`config.mk`:
```
export PLATFORM = sky130hd
export DESIGN_NAME = word_wrap_text_console_unit
export DESIGN_NICKNAME = d
export VERILOG_FILES = /design/src/sv/wwtc_pkg.sv /design/src/sv/word_wrap_text_console_unit.sv /design/src/sv/wwtc_ram.sv /design/src/sv/wwtc_step.sv /design/src/sv/wwtc_out.sv
export SDC_FILE = /design/constraint.sdc
export NUM_CORES = 1
export LEC_CHECK = 0
export BUFFER_PORTS_ARGS = -buffer_cell sky130_fd_sc_hd__buf_2
export CORE_MARGIN = 3
export CORE_UTILIZATION = 45
export DETAILED_ROUTE_END_ITERATION = 10
export GPL_TIMING_DRIVEN = 0
export HOLD_SLACK_MARGIN = 0.12
export PLACE_DENSITY = 0.65
export SLEW_MARGIN = 20
export SYNTH_ARGS = -nofsm -noshare
export SYNTH_HDL_FRONTEND = slang
export SYNTH_SLANG_ARGS = --single-unit
```
`constraint.sdc`:
```
create_clock -name i_clk -period 8.92 [get_ports i_clk]
set_input_delay 0.892 -clock i_clk [delete_from_list [all_inputs] [get_ports i_clk]]
set_output_delay 0.892 -clock i_clk [all_outputs]
set_load 0.02 [all_outputs]
```
`src/sv/wwtc_pkg.sv`:
```
// Package for the word wrap text console unit.
// Holds the result record, field widths, character codes and register indexes.
// Used by the top level, the step unit and the output stage; depends on nothing.
package wwtc_pkg;

    localparam int CH_W       = 8;
    localparam int ROW_W      = 10;
    localparam int COL_W      = 6;
    localparam int GLYPH_W    = 9;
    localparam int CFG_IDX_W  = 2;
    localparam int CFG_DATA_W = 11;
    localparam int IN_DATA_W  = 8;
    localparam int OUT_DATA_W = 32;
    localparam int OUT_USER_W = 2;

    localparam logic [CH_W-1:0] CH_NL       = 8'h0A;
    localparam logic [CH_W-1:0] CH_CR       = 8'h0D;
    localparam logic [CH_W-1:0] CH_SPACE    = 8'h20;
    localparam logic [CH_W-1:0] CH_COLOUR_A = 8'h01;
    localparam logic [CH_W-1:0] CH_COLOUR_B = 8'h02;

    localparam logic [CFG_IDX_W-1:0] CFG_LINE_WIDTH  = 2'd0;
    localparam logic [CFG_IDX_W-1:0] CFG_TOTAL_LINES = 2'd1;
    localparam logic [CFG_IDX_W-1:0] CFG_OR_MASK     = 2'd2;

    localparam int LW_RESET = 38;
    localparam int TL_RESET = 1024;

    typedef struct packed {
        logic [ROW_W-1:0]   row;
        logic [COL_W-1:0]   col;
        logic [GLYPH_W-1:0] glyph;
        logic               wr;
        logic               clr;
    } t_result;

endpackage

```
`src/sv/word_wrap_text_console_unit.sv`:
```
// Top level of the word wrap text console unit: sequencer, word buffer and config.
// Depends on wwtc_pkg, wwtc_ram, wwtc_step and wwtc_out.
//
// Channel  Dir  Handshake                  Payload
// s        in   i_s_tvalid / o_s_tready    tdata ch, tuser msg_start, tlast msg_end
// m        out  o_m_tvalid / i_m_tready    tdata row,col,glyph; tuser wr,clr; tlast
// cfg      in   i_cfg_valid / o_cfg_ready  i_cfg_index, i_cfg_data
//
// A direct byte passes states start, main, byte and drain; a buffered byte skips byte,
// a colour selector passes start, hdr and drain, and any other message start adds hdr.
// A word flush adds fl_addr, then steps one buffered byte a cycle unless the output stalls.
// The input is ready only while the sequencer is idle.
// Reset is synchronous; the word buffer needs no clearing.
// A stalled output holds the sequencer in its current step.
module word_wrap_text_console_unit #(
    parameter int MAX_WIDTH = 64,
    parameter int MAX_LINES = 1024
) (
    input  logic                            i_clk,
    input  logic                            i_rst_n,
    input  logic                            i_s_tvalid,
    output logic                            o_s_tready,
    input  logic [wwtc_pkg::IN_DATA_W-1:0]  i_s_tdata,  // ch
    input  logic                            i_s_tuser,  // msg_start
    input  logic                            i_s_tlast,
    output logic                            o_m_tvalid,
    input  logic                            i_m_tready,
    output logic [wwtc_pkg::OUT_DATA_W-1:0] o_m_tdata,  // row, col, glyph, zero pad
    output logic [wwtc_pkg::OUT_USER_W-1:0] o_m_tuser,  // write_glyph, clear_row
    output logic                            o_m_tlast,
    input  logic                            i_cfg_valid,
    output logic                            o_cfg_ready,
    input  logic [wwtc_pkg::CFG_IDX_W-1:0]  i_cfg_index,
    input  logic [wwtc_pkg::CFG_DATA_W-1:0] i_cfg_data
);
    import wwtc_pkg::*;

    localparam int AW    = $clog2(MAX_WIDTH);
    localparam int WW    = $clog2(MAX_WIDTH+1);
    localparam int RW    = $clog2(MAX_LINES);
    localparam int TW    = $clog2(MAX_LINES+1);
    localparam int W_RST = (LW_RESET > MAX_WIDTH) ? MAX_WIDTH : LW_RESET;
    localparam int T_RST = (TL_RESET > MAX_LINES) ? MAX_LINES : TL_RESET;

    localparam logic [2:0] S_IDLE    = 3'd0;
    localparam logic [2:0] S_START   = 3'd1;
    localparam logic [2:0] S_HDR     = 3'd2;
    localparam logic [2:0] S_MAIN    = 3'd3;
    localparam logic [2:0] S_FL_ADDR = 3'd4;
    localparam logic [2:0] S_FL_RUN  = 3'd5;
    localparam logic [2:0] S_BYTE    = 3'd6;
    localparam logic [2:0] S_DRAIN   = 3'd7;

    logic [2:0]         r_state, n_state;
    logic [2:0]         r_ret, n_ret;
    logic [CH_W-1:0]    r_ch, n_ch;
    logic               r_start, n_start;
    logic               r_end, n_end;
    logic [AW-1:0]      r_col, n_col;
    logic [RW-1:0]      r_row, n_row;
    logic               r_pend, n_pend;
    logic               r_atwb, n_atwb;
    logic               r_colour, n_colour;
    logic [WW-1:0]      r_count, n_count;
    logic [WW-1:0]      r_fidx, n_fidx;
    logic [WW-1:0]      r_w, n_w;
    logic [TW-1:0]      r_t, n_t;
    logic [GLYPH_W-1:0] r_or, n_or;

    logic               s_acc;
    logic               cfg_acc;
    logic               wordch;
    logic [WW-1:0]      count_inc;
    logic [6:0]         cfg_lw;
    logic [10:0]        cfg_tl;
    logic [WW-1:0]      eff_w;
    logic [TW-1:0]      eff_t;

    logic               ram_we;
    logic [AW-1:0]      ram_wa;
    logic               ram_re;
    logic [AW-1:0]      ram_ra;
    logic [CH_W-1:0]    ram_rd;

    logic [CH_W-1:0]    st_ch;
    logic [AW-1:0]      st_col;
    logic [RW-1:0]      st_row;
    logic               st_pend;
    logic               st_emit;
    t_result            st_res;

    logic               push;
    logic               fin;
    logic               stage_ok;

    wwtc_ram #(
        .WIDTH (CH_W),
        .DEPTH (MAX_WIDTH)
    ) u_word (
        .i_clk   (i_clk),
        .i_we    (ram_we),
        .i_waddr (ram_wa),
        .i_wdata (r_ch),
        .i_re    (ram_re),
        .i_raddr (ram_ra),
        .o_rdata (ram_rd)
    );

    assign st_ch = (r_state == S_FL_RUN) ? ram_rd : r_ch;

    wwtc_step #(
        .MAX_WIDTH (MAX_WIDTH),
        .MAX_LINES (MAX_LINES)
    ) u_step (
        .i_col      (r_col),
        .i_row      (r_row),
        .i_ret_pend (r_pend),
        .i_ch       (st_ch),
        .i_colour   (r_colour),
        .i_or_mask  (r_or),
        .i_width    (r_w),
        .i_lines    (r_t),
        .o_col      (st_col),
        .o_row      (st_row),
        .o_ret_pend (st_pend),
        .o_emit     (st_emit),
        .o_res      (st_res)
    );

    wwtc_out u_out (
        .i_clk      (i_clk),
        .i_rst_n    (i_rst_n),
        .i_push     (push),
        .i_res      (st_res),
        .i_fin      (fin),
        .o_stage_ok (stage_ok),
        .o_m_tvalid (o_m_tvalid),
        .i_m_tready (i_m_tready),
        .o_m_tdata  (o_m_tdata),
        .o_m_tuser  (o_m_tuser),
        .o_m_tlast  (o_m_tlast)
    );

    assign o_s_tready  = (r_state == S_IDLE);
    assign o_cfg_ready = 1'b1;
    assign s_acc       = i_s_tvalid && o_s_tready;
    assign cfg_acc     = i_cfg_valid && o_cfg_ready;
    assign wordch      = (r_ch > CH_SPACE) && !r_ch[CH_W-1];
    assign count_inc   = r_count + WW'(1);
    assign cfg_lw      = i_cfg_data[6:0];
    assign cfg_tl      = i_cfg_data[10:0];

    always_comb begin
        if (cfg_lw == '0) begin
            eff_w = WW'(1);
        end else if (32'(cfg_lw) > MAX_WIDTH) begin
            eff_w = WW'(MAX_WIDTH);
        end else begin
            eff_w = WW'(cfg_lw);
        end
        if (cfg_tl == '0) begin
            eff_t = TW'(1);
        end else if (32'(cfg_tl) > MAX_LINES) begin
            eff_t = TW'(MAX_LINES);
        end else begin
            eff_t = TW'(cfg_tl);
        end
    end

    always_comb begin
        n_state  = r_state;
        n_ret    = r_ret;
        n_ch     = r_ch;
        n_start  = r_start;
        n_end    = r_end;
        n_col    = r_col;
        n_row    = r_row;
        n_pend   = r_pend;
        n_atwb   = r_atwb;
        n_colour = r_colour;
        n_count  = r_count;
        n_fidx   = r_fidx;
        n_w      = r_w;
        n_t      = r_t;
        n_or     = r_or;
        ram_we   = 1'b0;
        ram_wa   = '0;
        ram_re   = 1'b0;
        ram_ra   = '0;
        push     = 1'b0;
        fin      = 1'b0;

        unique case (r_state)
            S_IDLE: begin
                if (s_acc) begin
                    n_ch    = i_s_tdata[CH_W-1:0];
                    n_start = i_s_tuser;
                    n_end   = i_s_tlast;
                    n_state = S_START;
                end
            end
            S_START: begin
                if (r_start && r_count != '0) begin
                    n_ret   = S_HDR;
                    n_state = S_FL_ADDR;
                end else if (r_start) begin
                    n_state = S_HDR;
                end else begin
                    n_state = S_MAIN;
                end
            end
            S_HDR: begin
                n_atwb = 1'b1;
                if (r_ch == CH_COLOUR_A || r_ch == CH_COLOUR_B) begin
                    n_colour = 1'b1;
                    n_state  = S_DRAIN;
                end else begin
                    n_colour = 1'b0;
                    n_state  = S_MAIN;
                end
            end
            S_MAIN: begin
                if (r_count != '0) begin
                    if (wordch) begin
                        ram_we  = 1'b1;
                        ram_wa  = r_count[AW-1:0];
                        n_count = count_inc;
                        if (count_inc >= r_w || r_end) begin
                            n_ret   = S_DRAIN;
                            n_state = S_FL_ADDR;
                        end else begin
                            n_state = S_DRAIN;
                        end
                    end else begin
                        if (r_ch <= CH_SPACE) begin
                            n_atwb = 1'b1;
                        end
                        n_ret   = S_BYTE;
                        n_state = S_FL_ADDR;
                    end
                end else if (r_ch <= CH_SPACE) begin
                    n_atwb  = 1'b1;
                    n_state = S_BYTE;
                end else if (!wordch) begin
                    n_atwb  = 1'b0;
                    n_state = S_BYTE;
                end else if (r_atwb) begin
                    n_atwb  = 1'b0;
                    ram_we  = 1'b1;
                    ram_wa  = '0;
                    n_count = WW'(1);
                    if (r_w == WW'(1) || r_end) begin
                        n_ret   = S_DRAIN;
                        n_state = S_FL_ADDR;
                    end else begin
                        n_state = S_DRAIN;
                    end
                end else begin
                    n_state = S_BYTE;
                end
            end
            S_FL_ADDR: begin
                if (r_count != r_w &&
                    (WW+1)'(r_col) + (WW+1)'(r_count) > (WW+1)'(r_w)) begin
                    n_col = '0;
                end
                ram_re  = 1'b1;
                ram_ra  = '0;
                n_fidx  = WW'(1);
                n_state = S_FL_RUN;
            end
            S_FL_RUN: begin
                if (stage_ok) begin
                    n_col  = st_col;
                    n_row  = st_row;
                    n_pend = st_pend;
                    push   = st_emit;
                    if (r_fidx == r_count) begin
                        n_count = '0;
                        n_state = r_ret;
                    end else begin
                        ram_re = 1'b1;
                        ram_ra = r_fidx[AW-1:0];
                        n_fidx = r_fidx + WW'(1);
                    end
                end
            end
            S_BYTE: begin
                if (stage_ok) begin
                    n_col   = st_col;
                    n_row   = st_row;
                    n_pend  = st_pend;
                    push    = st_emit;
                    n_state = S_DRAIN;
                end
            end
            S_DRAIN: begin
                fin = 1'b1;
                if (stage_ok) begin
                    n_state = S_IDLE;
                end
            end
            default: begin
                n_state = S_IDLE;
            end
        endcase

        if (cfg_acc) begin
            unique case (i_cfg_index)
                CFG_LINE_WIDTH: begin
                    n_w     = eff_w;
                    n_col   = '0;
                    n_row   = RW'(r_t - TW'(1));
                    n_pend  = 1'b0;
                    n_count = '0;
                end
                CFG_TOTAL_LINES: begin
                    n_t   = eff_t;
                    n_row = RW'(eff_t - TW'(1));
                end
                CFG_OR_MASK: begin
                    n_or = i_cfg_data[GLYPH_W-1:0];
                end
                default: begin
                end
            endcase
        end
    end

    always_ff @(posedge i_clk) begin
        if (!i_rst_n) begin
            r_state  <= S_IDLE;
            r_ret    <= S_DRAIN;
            r_col    <= '0;
            r_row    <= RW'(T_RST - 1);
            r_pend   <= 1'b0;
            r_atwb   <= 1'b1;
            r_colour <= 1'b0;
            r_count  <= '0;
            r_fidx   <= '0;
            r_w      <= WW'(W_RST);
            r_t      <= TW'(T_RST);
            r_or     <= '0;
        end else begin
            r_state  <= n_state;
            r_ret    <= n_ret;
            r_col    <= n_col;
            r_row    <= n_row;
            r_pend   <= n_pend;
            r_atwb   <= n_atwb;
            r_colour <= n_colour;
            r_count  <= n_count;
            r_fidx   <= n_fidx;
            r_w      <= n_w;
            r_t      <= n_t;
            r_or     <= n_or;
        end
        r_ch    <= n_ch;
        r_start <= n_start;
        r_end   <= n_end;
    end

endmodule

```
`src/sv/wwtc_ram.sv`:
```
// Generic single write port, single read port RAM with registered read.
// Holds the buffered word of the console unit; depends on nothing.
module wwtc_ram #(
    parameter int WIDTH = 8,
    parameter int DEPTH = 64
) (
    input  logic                     i_clk,
    input  logic                     i_we,
    input  logic [$clog2(DEPTH)-1:0] i_waddr,
    input  logic [WIDTH-1:0]         i_wdata,
    input  logic                     i_re,
    input  logic [$clog2(DEPTH)-1:0] i_raddr,
    output logic [WIDTH-1:0]         o_rdata
);

    logic [WIDTH-1:0] r_mem [DEPTH];
    logic [WIDTH-1:0] r_rdata;

    always_ff @(posedge i_clk) begin
        if (i_we) begin
            r_mem[i_waddr] <= i_wdata;
        end
        if (i_re) begin
            r_rdata <= r_mem[i_raddr];
        end
    end

    assign o_rdata = r_rdata;

endmodule

```
`src/sv/wwtc_step.sv`:
```
// Shared character step unit: moves the cursor for one byte and forms its result.
// Used for buffered and direct bytes alike; colour selectors skip it. Depends on wwtc_pkg.
module wwtc_step #(
    parameter int MAX_WIDTH = 64,
    parameter int MAX_LINES = 1024
) (
    input  logic [$clog2(MAX_WIDTH)-1:0]   i_col,
    input  logic [$clog2(MAX_LINES)-1:0]   i_row,
    input  logic                           i_ret_pend,
    input  logic [wwtc_pkg::CH_W-1:0]      i_ch,
    input  logic                           i_colour,
    input  logic [wwtc_pkg::GLYPH_W-1:0]   i_or_mask,
    input  logic [$clog2(MAX_WIDTH+1)-1:0] i_width,
    input  logic [$clog2(MAX_LINES+1)-1:0] i_lines,
    output logic [$clog2(MAX_WIDTH)-1:0]   o_col,
    output logic [$clog2(MAX_LINES)-1:0]   o_row,
    output logic                           o_ret_pend,
    output logic                           o_emit,
    output wwtc_pkg::t_result              o_res
);
    import wwtc_pkg::*;

    localparam int CLW = $clog2(MAX_WIDTH);
    localparam int WW  = $clog2(MAX_WIDTH+1);
    localparam int RW  = $clog2(MAX_LINES);
    localparam int TW  = $clog2(MAX_LINES+1);

    logic [RW-1:0]  row_a;
    logic [RW-1:0]  row_b;
    logic [TW-1:0]  row_inc;
    logic [WW-1:0]  col_inc;
    logic           clr;
    logic           wr;
    logic [CLW-1:0] col_w;

    always_comb begin
        if (i_ret_pend && (i_row == '0 || TW'(i_row) >= i_lines)) begin
            row_a = RW'(i_lines - TW'(1));
        end else if (i_ret_pend) begin
            row_a = i_row - RW'(1);
        end else begin
            row_a = i_row;
        end

        row_inc = TW'(row_a) + TW'(1);
        clr     = (i_col == '0);
        if (clr) begin
            row_b = (row_inc >= i_lines) ? '0 : RW'(row_inc);
        end else begin
            row_b = row_a;
        end

        col_inc    = WW'(i_col) + WW'(1);
        wr         = 1'b0;
        col_w      = '0;
        o_ret_pend = 1'b0;
        if (i_ch == CH_NL) begin
            o_col = '0;
        end else if (i_ch == CH_CR) begin
            o_col      = '0;
            o_ret_pend = 1'b1;
        end else begin
            wr    = 1'b1;
            col_w = i_col;
            o_col = (col_inc >= i_width) ? '0 : CLW'(col_inc);
        end

        o_row       = row_b;
        o_emit      = clr || wr;
        o_res.row   = ROW_W'(row_b);
        o_res.col   = wr ? COL_W'(col_w) : '0;
        o_res.glyph = wr ? ({1'b0, i_ch} | {i_colour, 8'h00} | i_or_mask) : '0;
        o_res.wr    = wr;
        o_res.clr   = clr;
    end

endmodule

```
`src/sv/wwtc_out.sv`:
```
// Output stage: one held result and the output register, so the final result of
// an item can be marked with tlast. Depends on wwtc_pkg.
module wwtc_out (
    input  logic                            i_clk,
    input  logic                            i_rst_n,
    input  logic                            i_push,
    input  wwtc_pkg::t_result               i_res,
    input  logic                            i_fin,
    output logic                            o_stage_ok,
    output logic                            o_m_tvalid,
    input  logic                            i_m_tready,
    output logic [wwtc_pkg::OUT_DATA_W-1:0] o_m_tdata,
    output logic [wwtc_pkg::OUT_USER_W-1:0] o_m_tuser,
    output logic                            o_m_tlast
);
    import wwtc_pkg::*;

    logic    r_out_v, n_out_v;
    logic    r_pend_v, n_pend_v;
    logic    r_last, n_last;
    t_result r_out, n_out;
    t_result r_pend, n_pend;
    logic    out_free;

    always_comb begin
        out_free   = !r_out_v || i_m_tready;
        o_stage_ok = !r_pend_v || out_free;
        n_out_v    = r_out_v && !i_m_tready;
        n_out      = r_out;
        n_last     = r_last;
        n_pend_v   = r_pend_v;
        n_pend     = r_pend;
        if (i_push && o_stage_ok) begin
            if (r_pend_v) begin
                n_out   = r_pend;
                n_last  = 1'b0;
                n_out_v = 1'b1;
            end
            n_pend   = i_res;
            n_pend_v = 1'b1;
        end else if (i_fin && r_pend_v && out_free) begin
            n_out    = r_pend;
            n_last   = 1'b1;
            n_out_v  = 1'b1;
            n_pend_v = 1'b0;
        end
    end

    always_ff @(posedge i_clk) begin
        if (!i_rst_n) begin
            r_out_v  <= 1'b0;
            r_pend_v <= 1'b0;
        end else begin
            r_out_v  <= n_out_v;
            r_pend_v <= n_pend_v;
        end
        r_out  <= n_out;
        r_last <= n_last;
        r_pend <= n_pend;
    end

    assign o_m_tvalid = r_out_v;
    assign o_m_tdata  = OUT_DATA_W'({r_out.glyph, r_out.col, r_out.row});
    assign o_m_tuser  = {r_out.clr, r_out.wr};
    assign o_m_tlast  = r_last;

endmodule

```
# [Word-level counts from Yosys, hierarchy flattened]
# Memories as Yosys holds them, arrays and structs flattened. A register that Yosys moved wholly into a read port is not among the register bits.
# Cells that the tools add are included.
[totals] inputBits=28 latch_bits=0 wordCells=226 rom_bits=0 output_inout_bits=38 memories=1 register_bits=133 ramBits=512
[op_classes] add_sub_neg=8 eq_ne=31 shifts=0 div=0 n_mul=0 n_lt_le_gt_ge=9 n_mux=104 n_reduce_logical=42 n_bitwise=3
[memory_table] name="u_word.r_mem" depth=64 width=8 read_ports=1 rd_clocked_by_memory_dff=1 wr=1 line="wwtc_ram.sv:16" rtl="logic [WIDTH-1:0] r_mem [DEPTH];"
[op_table] operator="7-bit two-way mux" n=13
[op_table] operator="27-bit two-way mux" n=3
[op_table] operator="6-bit two-way mux" n=13
[op_table] operator="10-bit two-way mux" n=7
[op_table] operator="3-bit two-way mux" n=20
[op_table] operator="1-bit two-way mux" n=35
[op_table] operator="10-bit by 1-bit subtractor with 10-bit output (second input constant)" n=3
[op_table] operator="7-bit one-hot mux with 2 select lines" n=2
[op_table] operator="3-bit one-hot mux with 8 select lines" n=1
[op_table] operator="11-bit two-way mux" n=2
[op_table] operator="10-bit one-hot mux with 2 select lines" n=1
[op_table] operator="3-bit != test (second input constant)" n=6
[op_table] operator="8-bit by 4-bit == test with 1-bit output (second input constant)" n=2
[op_table] operator="7-bit by 1-bit adder with 7-bit output (second input constant)" n=2
[op_table] operator="7-bit greater-or-equal comparator" n=2
[op_table] operator="3-bit == test (second input constant)" n=4
[op_table] operator="6-bit one-hot mux with 2 select lines" n=1
[op_table] operator="10-bit by 1-bit adder with 11-bit output (second input constant)" n=1
[op_table] operator="10-bit by 11-bit greater-or-equal comparator with 1-bit output" n=1
[op_table] operator="11-bit greater-or-equal comparator" n=1
[op_table] operator="11-bit > comparator (second input constant)" n=1
[op_table] operator="11-bit logical NOT" n=1
[op_table] operator="10-bit logical NOT" n=1
[op_table] operator="2-bit != test (second input constant)" n=5
[op_table] operator="39 further kinds" n=69

# [Depth between registers and ports, before layout]
[depth] depth_word=12 mapped_depth=23 depth_no_buf=20

# [Cells and area by module]
# Synthesis repeated with hierarchy kept, for this count alone.
[unflattened] cells_unflattened=1943 area_unflattened_um2=29131.7
[modules_own_cells] module="wwtc_ram" cells_per_inst=972 instances=1 area_each_um2=20270.7
[modules_own_cells] module="word_wrap_text_console_unit" cells_per_inst=564 instances=1 area_each_um2=4730.8
[modules_own_cells] module="wwtc_step" cells_per_inst=332 instances=1 area_each_um2=2322.2
[modules_own_cells] module="wwtc_out" cells_per_inst=75 instances=1 area_each_um2=1808.0

# [Worst setup path after synthesis]
# No wires, ideal clock.
[synth_timing] path_kind="register -> register" startpoint="reg r_ch[0]" endpoint="reg u_out.r_out, in the netlist u_out.o_m_tdata[0], enable pin" stages_incl_launch_ff=8 synth_period_minus_slack_ps=4838 path_slack_ps=4082 t_required_ps=8465 setup_ps=455 path_buffers=1 arrival_time_ps=4383 cell_sequence="edfxtp_1 > mux2_2 > nor3b_1 > o21a_1 > buf_6 > a21oi_1 > nand2_1 > o21ai_0"
[synth_between] elab_chain_len=10 word_cells_on_any_way=12 cone_classes="eq/ne: 3; mux: 5; reduce/logical: 4"
[synth_lines] element="start: declaration" line="word_wrap_text_console_unit.sv:56" rtl="logic [CH_W-1:0] r_ch, n_ch;"
[synth_lines] element="start signal: assignment" line="word_wrap_text_console_unit.sv:358" rtl="r_ch <= n_ch;"
[synth_lines] element="8-bit two-way mux (*)" line="word_wrap_text_console_unit.sv:109" rtl="assign st_ch = (r_state == S_FL_RUN) ? ram_rd : r_ch;"
[synth_lines] element="8-bit by 4-bit == test with 1-bit output" line="wwtc_step.sv:59" rtl="end else if (i_ch == CH_CR) begin"
[synth_lines] element="1-bit two-way mux" line="wwtc_step.sv:59"
[synth_lines] element="1-bit two-way mux (*)" line="wwtc_step.sv:57" rtl="if (i_ch == CH_NL) begin"
[synth_lines] element="1-bit logical OR (*)" line="wwtc_step.sv:69" rtl="o_emit = clr || wr;"
[synth_lines] element="1-bit two-way mux (*)" line="word_wrap_text_console_unit.sv:273, word_wrap_text_console_unit.sv:289"
[synth_lines] element="1-bit two-way mux (*)"
[synth_lines] element="1-bit logical AND (*)" line="wwtc_out.sv:33" rtl="if (i_push && o_stage_ok) begin"
[synth_lines] element="2-bit by 1-bit != test with 1-bit output (no line) or 2-bit nonzero test (tied branches)"
[synth_lines] element="2-bit AND reduction (no line) (*)"
[synth_lines] element="end signal: assignment" line="wwtc_out.sv:57" rtl="r_out <= n_out;"
[synth_lines] element="end: declaration" line="wwtc_out.sv:21" rtl="t_result r_out, n_out;"
# Mark *: on every way between the ends. The rest lies on a longest branch, timed or not.
# A chain may end at the register's enable or synchronous reset.

==> results.cfg <==
[run_status]
status = complete, no violations

[clocking]
cts_resized = 0
htree_levels = 3
insertion_delay_ps = 620
cts_tree = built
post-cts-setup-buffers = 0
cts_buffers = 70
clk_transition_reported_paths_ps = 60
cts-root-buf = clkbuf_16
cts-hold-fix-buffers = 0
clock_path_buffers = 3
cts_sinks = 652

[drt]
drt-total-wl_mm = 79.9
viasPerCell = 5.92
ant_nets = 0
drt-initial-drc-count = 2413
drc_errors = 0
wire_per_inst_um = 24.2
dr_total_vias = 19500
drt_first_pass_iters = 6

[min_path]
hp-start = u_out.r_pend[11]
hold_path_depth = 0
hold_end = u_out.o_m_tdata[10]
hold_class = reg -> reg

[die]
die_x_um = 259
rows = 92
io_pins = 66
die_h_um = 259
die_area_um2 = 67000
start_util_pct = 45.5
coreArea_um2 = 63200

[synthesis]
synth_warnings = 0
synthesis.area_um2 = 28800
synth-simple-area-share_pct = 10.6
synth-compound-area-share_pct = 10.9
ys_ff_latch = 652
synthCells = 2234
yosys-top-cells-count = 585 x edfxtp_1, 231 x nor2_1, 189 x nand2_1
avgSynthCellArea_um2 = 12.9
synthMuxAreaShare_pct = 5.56
synth_top_area_share_pct = 61.1
netlist_top_cells_area = edfxtp_1 61%, dfxtp_1 4.7%, mux2i_1 4.5%
synth_top_family_by_area = compound AO/OA/AOI/OAI gates
synth_edf_count = 585
synth-adder-area-share_pct = 2.59
synth_top_cell_by_area = edfxtp_1
async_flop_share_pct = 0
synth_flop_cell = edfxtp_1
yosysMostFrequentCell = edfxtp_1
synthDistinctLibCells = 95
synthXorXnorAreaFrac_pct = 1.77
seq_area_frac_synth_pct = 65.8

[timing]
slew_headroom_pct = 26.6
min_period_over_period_pct = 66.0
fin_worst_skew_ps = 19.4
finalSetupViolCount = 0
final_max_slew_viol_count = 0
setup_tns_ps = 0
fin_crit_ps = 5880
finalHoldViolations = 0
fmax_ghz = 0.170
tightest_slew_ps = 1100
rsz0062_at_grt = false
whs_ps = 410

[final_layout]
insertedDiodeCount = 0
syn2layout_area_growth_pct = 14.9
nNetsFinal = 2485
final_core_util_pct = 52.3
fillers = 5226
final_layout_size_suffix_gt1_share_pct = 12.1

[power_and_ir_drop]
pwr-share-clk_pct = 43.0
sequentialPowerShare_pct = 50.6
powerDensity_nw_per_um2 = 203
net-switching-power_mw = 1.50
switching_share_pct = 22.3
irDropWorstVdd_uv = 209
p_leak_nw = 11.5
p_int_mw = 5.22
p_comb_share_pct = 6.4

[worst_setup_path]
critical_path_required_ps = 9450
r2r_slack_ps = 3040
r2r_start = r_t[4]
regToRegEndpoint = r_row[0]
cp-start-kind = flop
cp.arrival_ps = 6410
end_kind = flop
worstSetupPathType = reg -> reg
worstPathMaxFanout = 8
worstRegToRegCells = 21

[place]
port_buffers = 54
place_congestion = 0.963
dp_hpwl_mm = 57.9

[grt]
grt_pass1_vias = 18700
grtUsageTotal_pct = 23.7
overflow = 0
grt_pass1_wl_mm = 119
antenna_found_initial = 1
grt_max_degree = 25

[flow_run]
drv_cap = 0
## cells in the final DEF, fill, tap and decap left out, drive strengths merged, types with 31 or more instances in the layout
cell / Yosys / layout
nor2: 232 / 232
o221ai: 49 / 49
nor4: 35 / 35
dfxtp: 67 / 67
mux2i: 129 / 129
clkbuf: 81 / 167
buf: 59 / 145
nor3: 31 / 31
o21ai: 84 / 84
nand2: 189 / 189
nand3: 45 / 45
inv: 45 / 49
ha: 58 / 58
a21oi: 176 / 176
xnor2: 37 / 37
edfxtp: 585 / 585
## worst max-delay path: stages, from the launching register on
cell	delay [ps]
dfxtp_1	300
clkbuf_1	260
inv_1	220
ha_1	340
nand4_1	110
nor3_1	330
or3_4	220
nor2_1	50
o311ai_2	610
ha_1	500
o311ai_1	280
xor2_1	210
ha_1	320
nand4_1	90
o21bai_1	80
a21oi_1	190
nand2b_1	70
o21ai_1	480
nand2_1	240
o21ai_0	500
mux2i_1	190
o211ai_1	190
## worst max-delay path by stage
| stage | start | endpoint |
|---|---|---|
| floorplan | r_ch[0] | u_out.o_m_tdata[0] |
| global placement | r_ch[7] | u_out.o_m_tdata[17] |
| detailed placement | r_t[4] | r_row[0] |
| CTS | r_t[4] | r_row[0] |
| global route | r_t[4] | r_row[0] |
| finish | r_t[4] | r_row[0] |
## final cells by class
class | count | area (um2) | area share, %
sequential | 652 | 18900 | 57.2
clock inverter | 41 | 445 | 1.35
tap | 846 | 1060 | 3.20
timing repair buffer | 86 | 885 | 2.68
inverter | 45 | 169 | 0.511
buffer | 140 | 638 | 1.93
clock buffer | 86 | 1840 | 5.58
multi-input combinational | 1403 | 9080 | 27.5
## sequential cells by signal (all words and copies together) (netlist names), 2 cells and up
register         flops
u_word.r_mem       512
r_row               10
r_state              3
r_ret                2
u_out.o_m_tuser      2
r_ch                 8
u_out.r_pend        27
r_w                  7
u_word.o_rdata       8
u_out.o_m_tdata     25
r_t                 11
r_count              7
r_or                 9
r_fidx               7
r_col                6
## layer usage
layer | vias to the layer above | share of wire, % | GRT usage (%)
met4 | 2 | 4.9 | 11.1
met2 | 993 | 45 | 36.7
met5 | - | 0.015 | 0
met3 | 215 | 8.9 | 4.58
li1 | 8791 | - | -
met1 | 9526 | 41 | 32.4
## power groups by stage
| stage | logic [mW] | clock network, mW | registers [mW] |
|---|---|---|---|
| CTS | 0.426 | 2.93 | 3.40 |
| finish | 0.430 | 2.89 | 3.40 |
| global placement | 0.299 | 0 | 3.54 |
| global route | 0.466 | 3.07 | 3.40 |
| detailed placement | 0.424 | 0 | 3.47 |
| floorplan | 0.219 | 0 | 3.48 |
## through the flow
step	setup WS [ps]	total power, mW	cell area [um2]	instances
6_report	3040	6.72	33000	3299
5_1_grt	2600	6.94	33000	3299
4_1_cts	3060	6.76	33000	3299
3_5_place_dp	3100	3.89	30700	3172
3_3_place_gp	1990	3.84	30100	3140
2_1_floorplan	4080	3.70	28800	2240
## cell families after synthesis
kind of cell | after synthesis
flip-flops | 652
AND/OR/NAND/NOR | 647
AO/OA/AOI/OAI | 482
buffers and inverters | 185
multiplexers | 149
adder cells (fa/ha/maj) | 59
XOR/XNOR | 58
other | 2
Power figures use the tool's default switching activity.
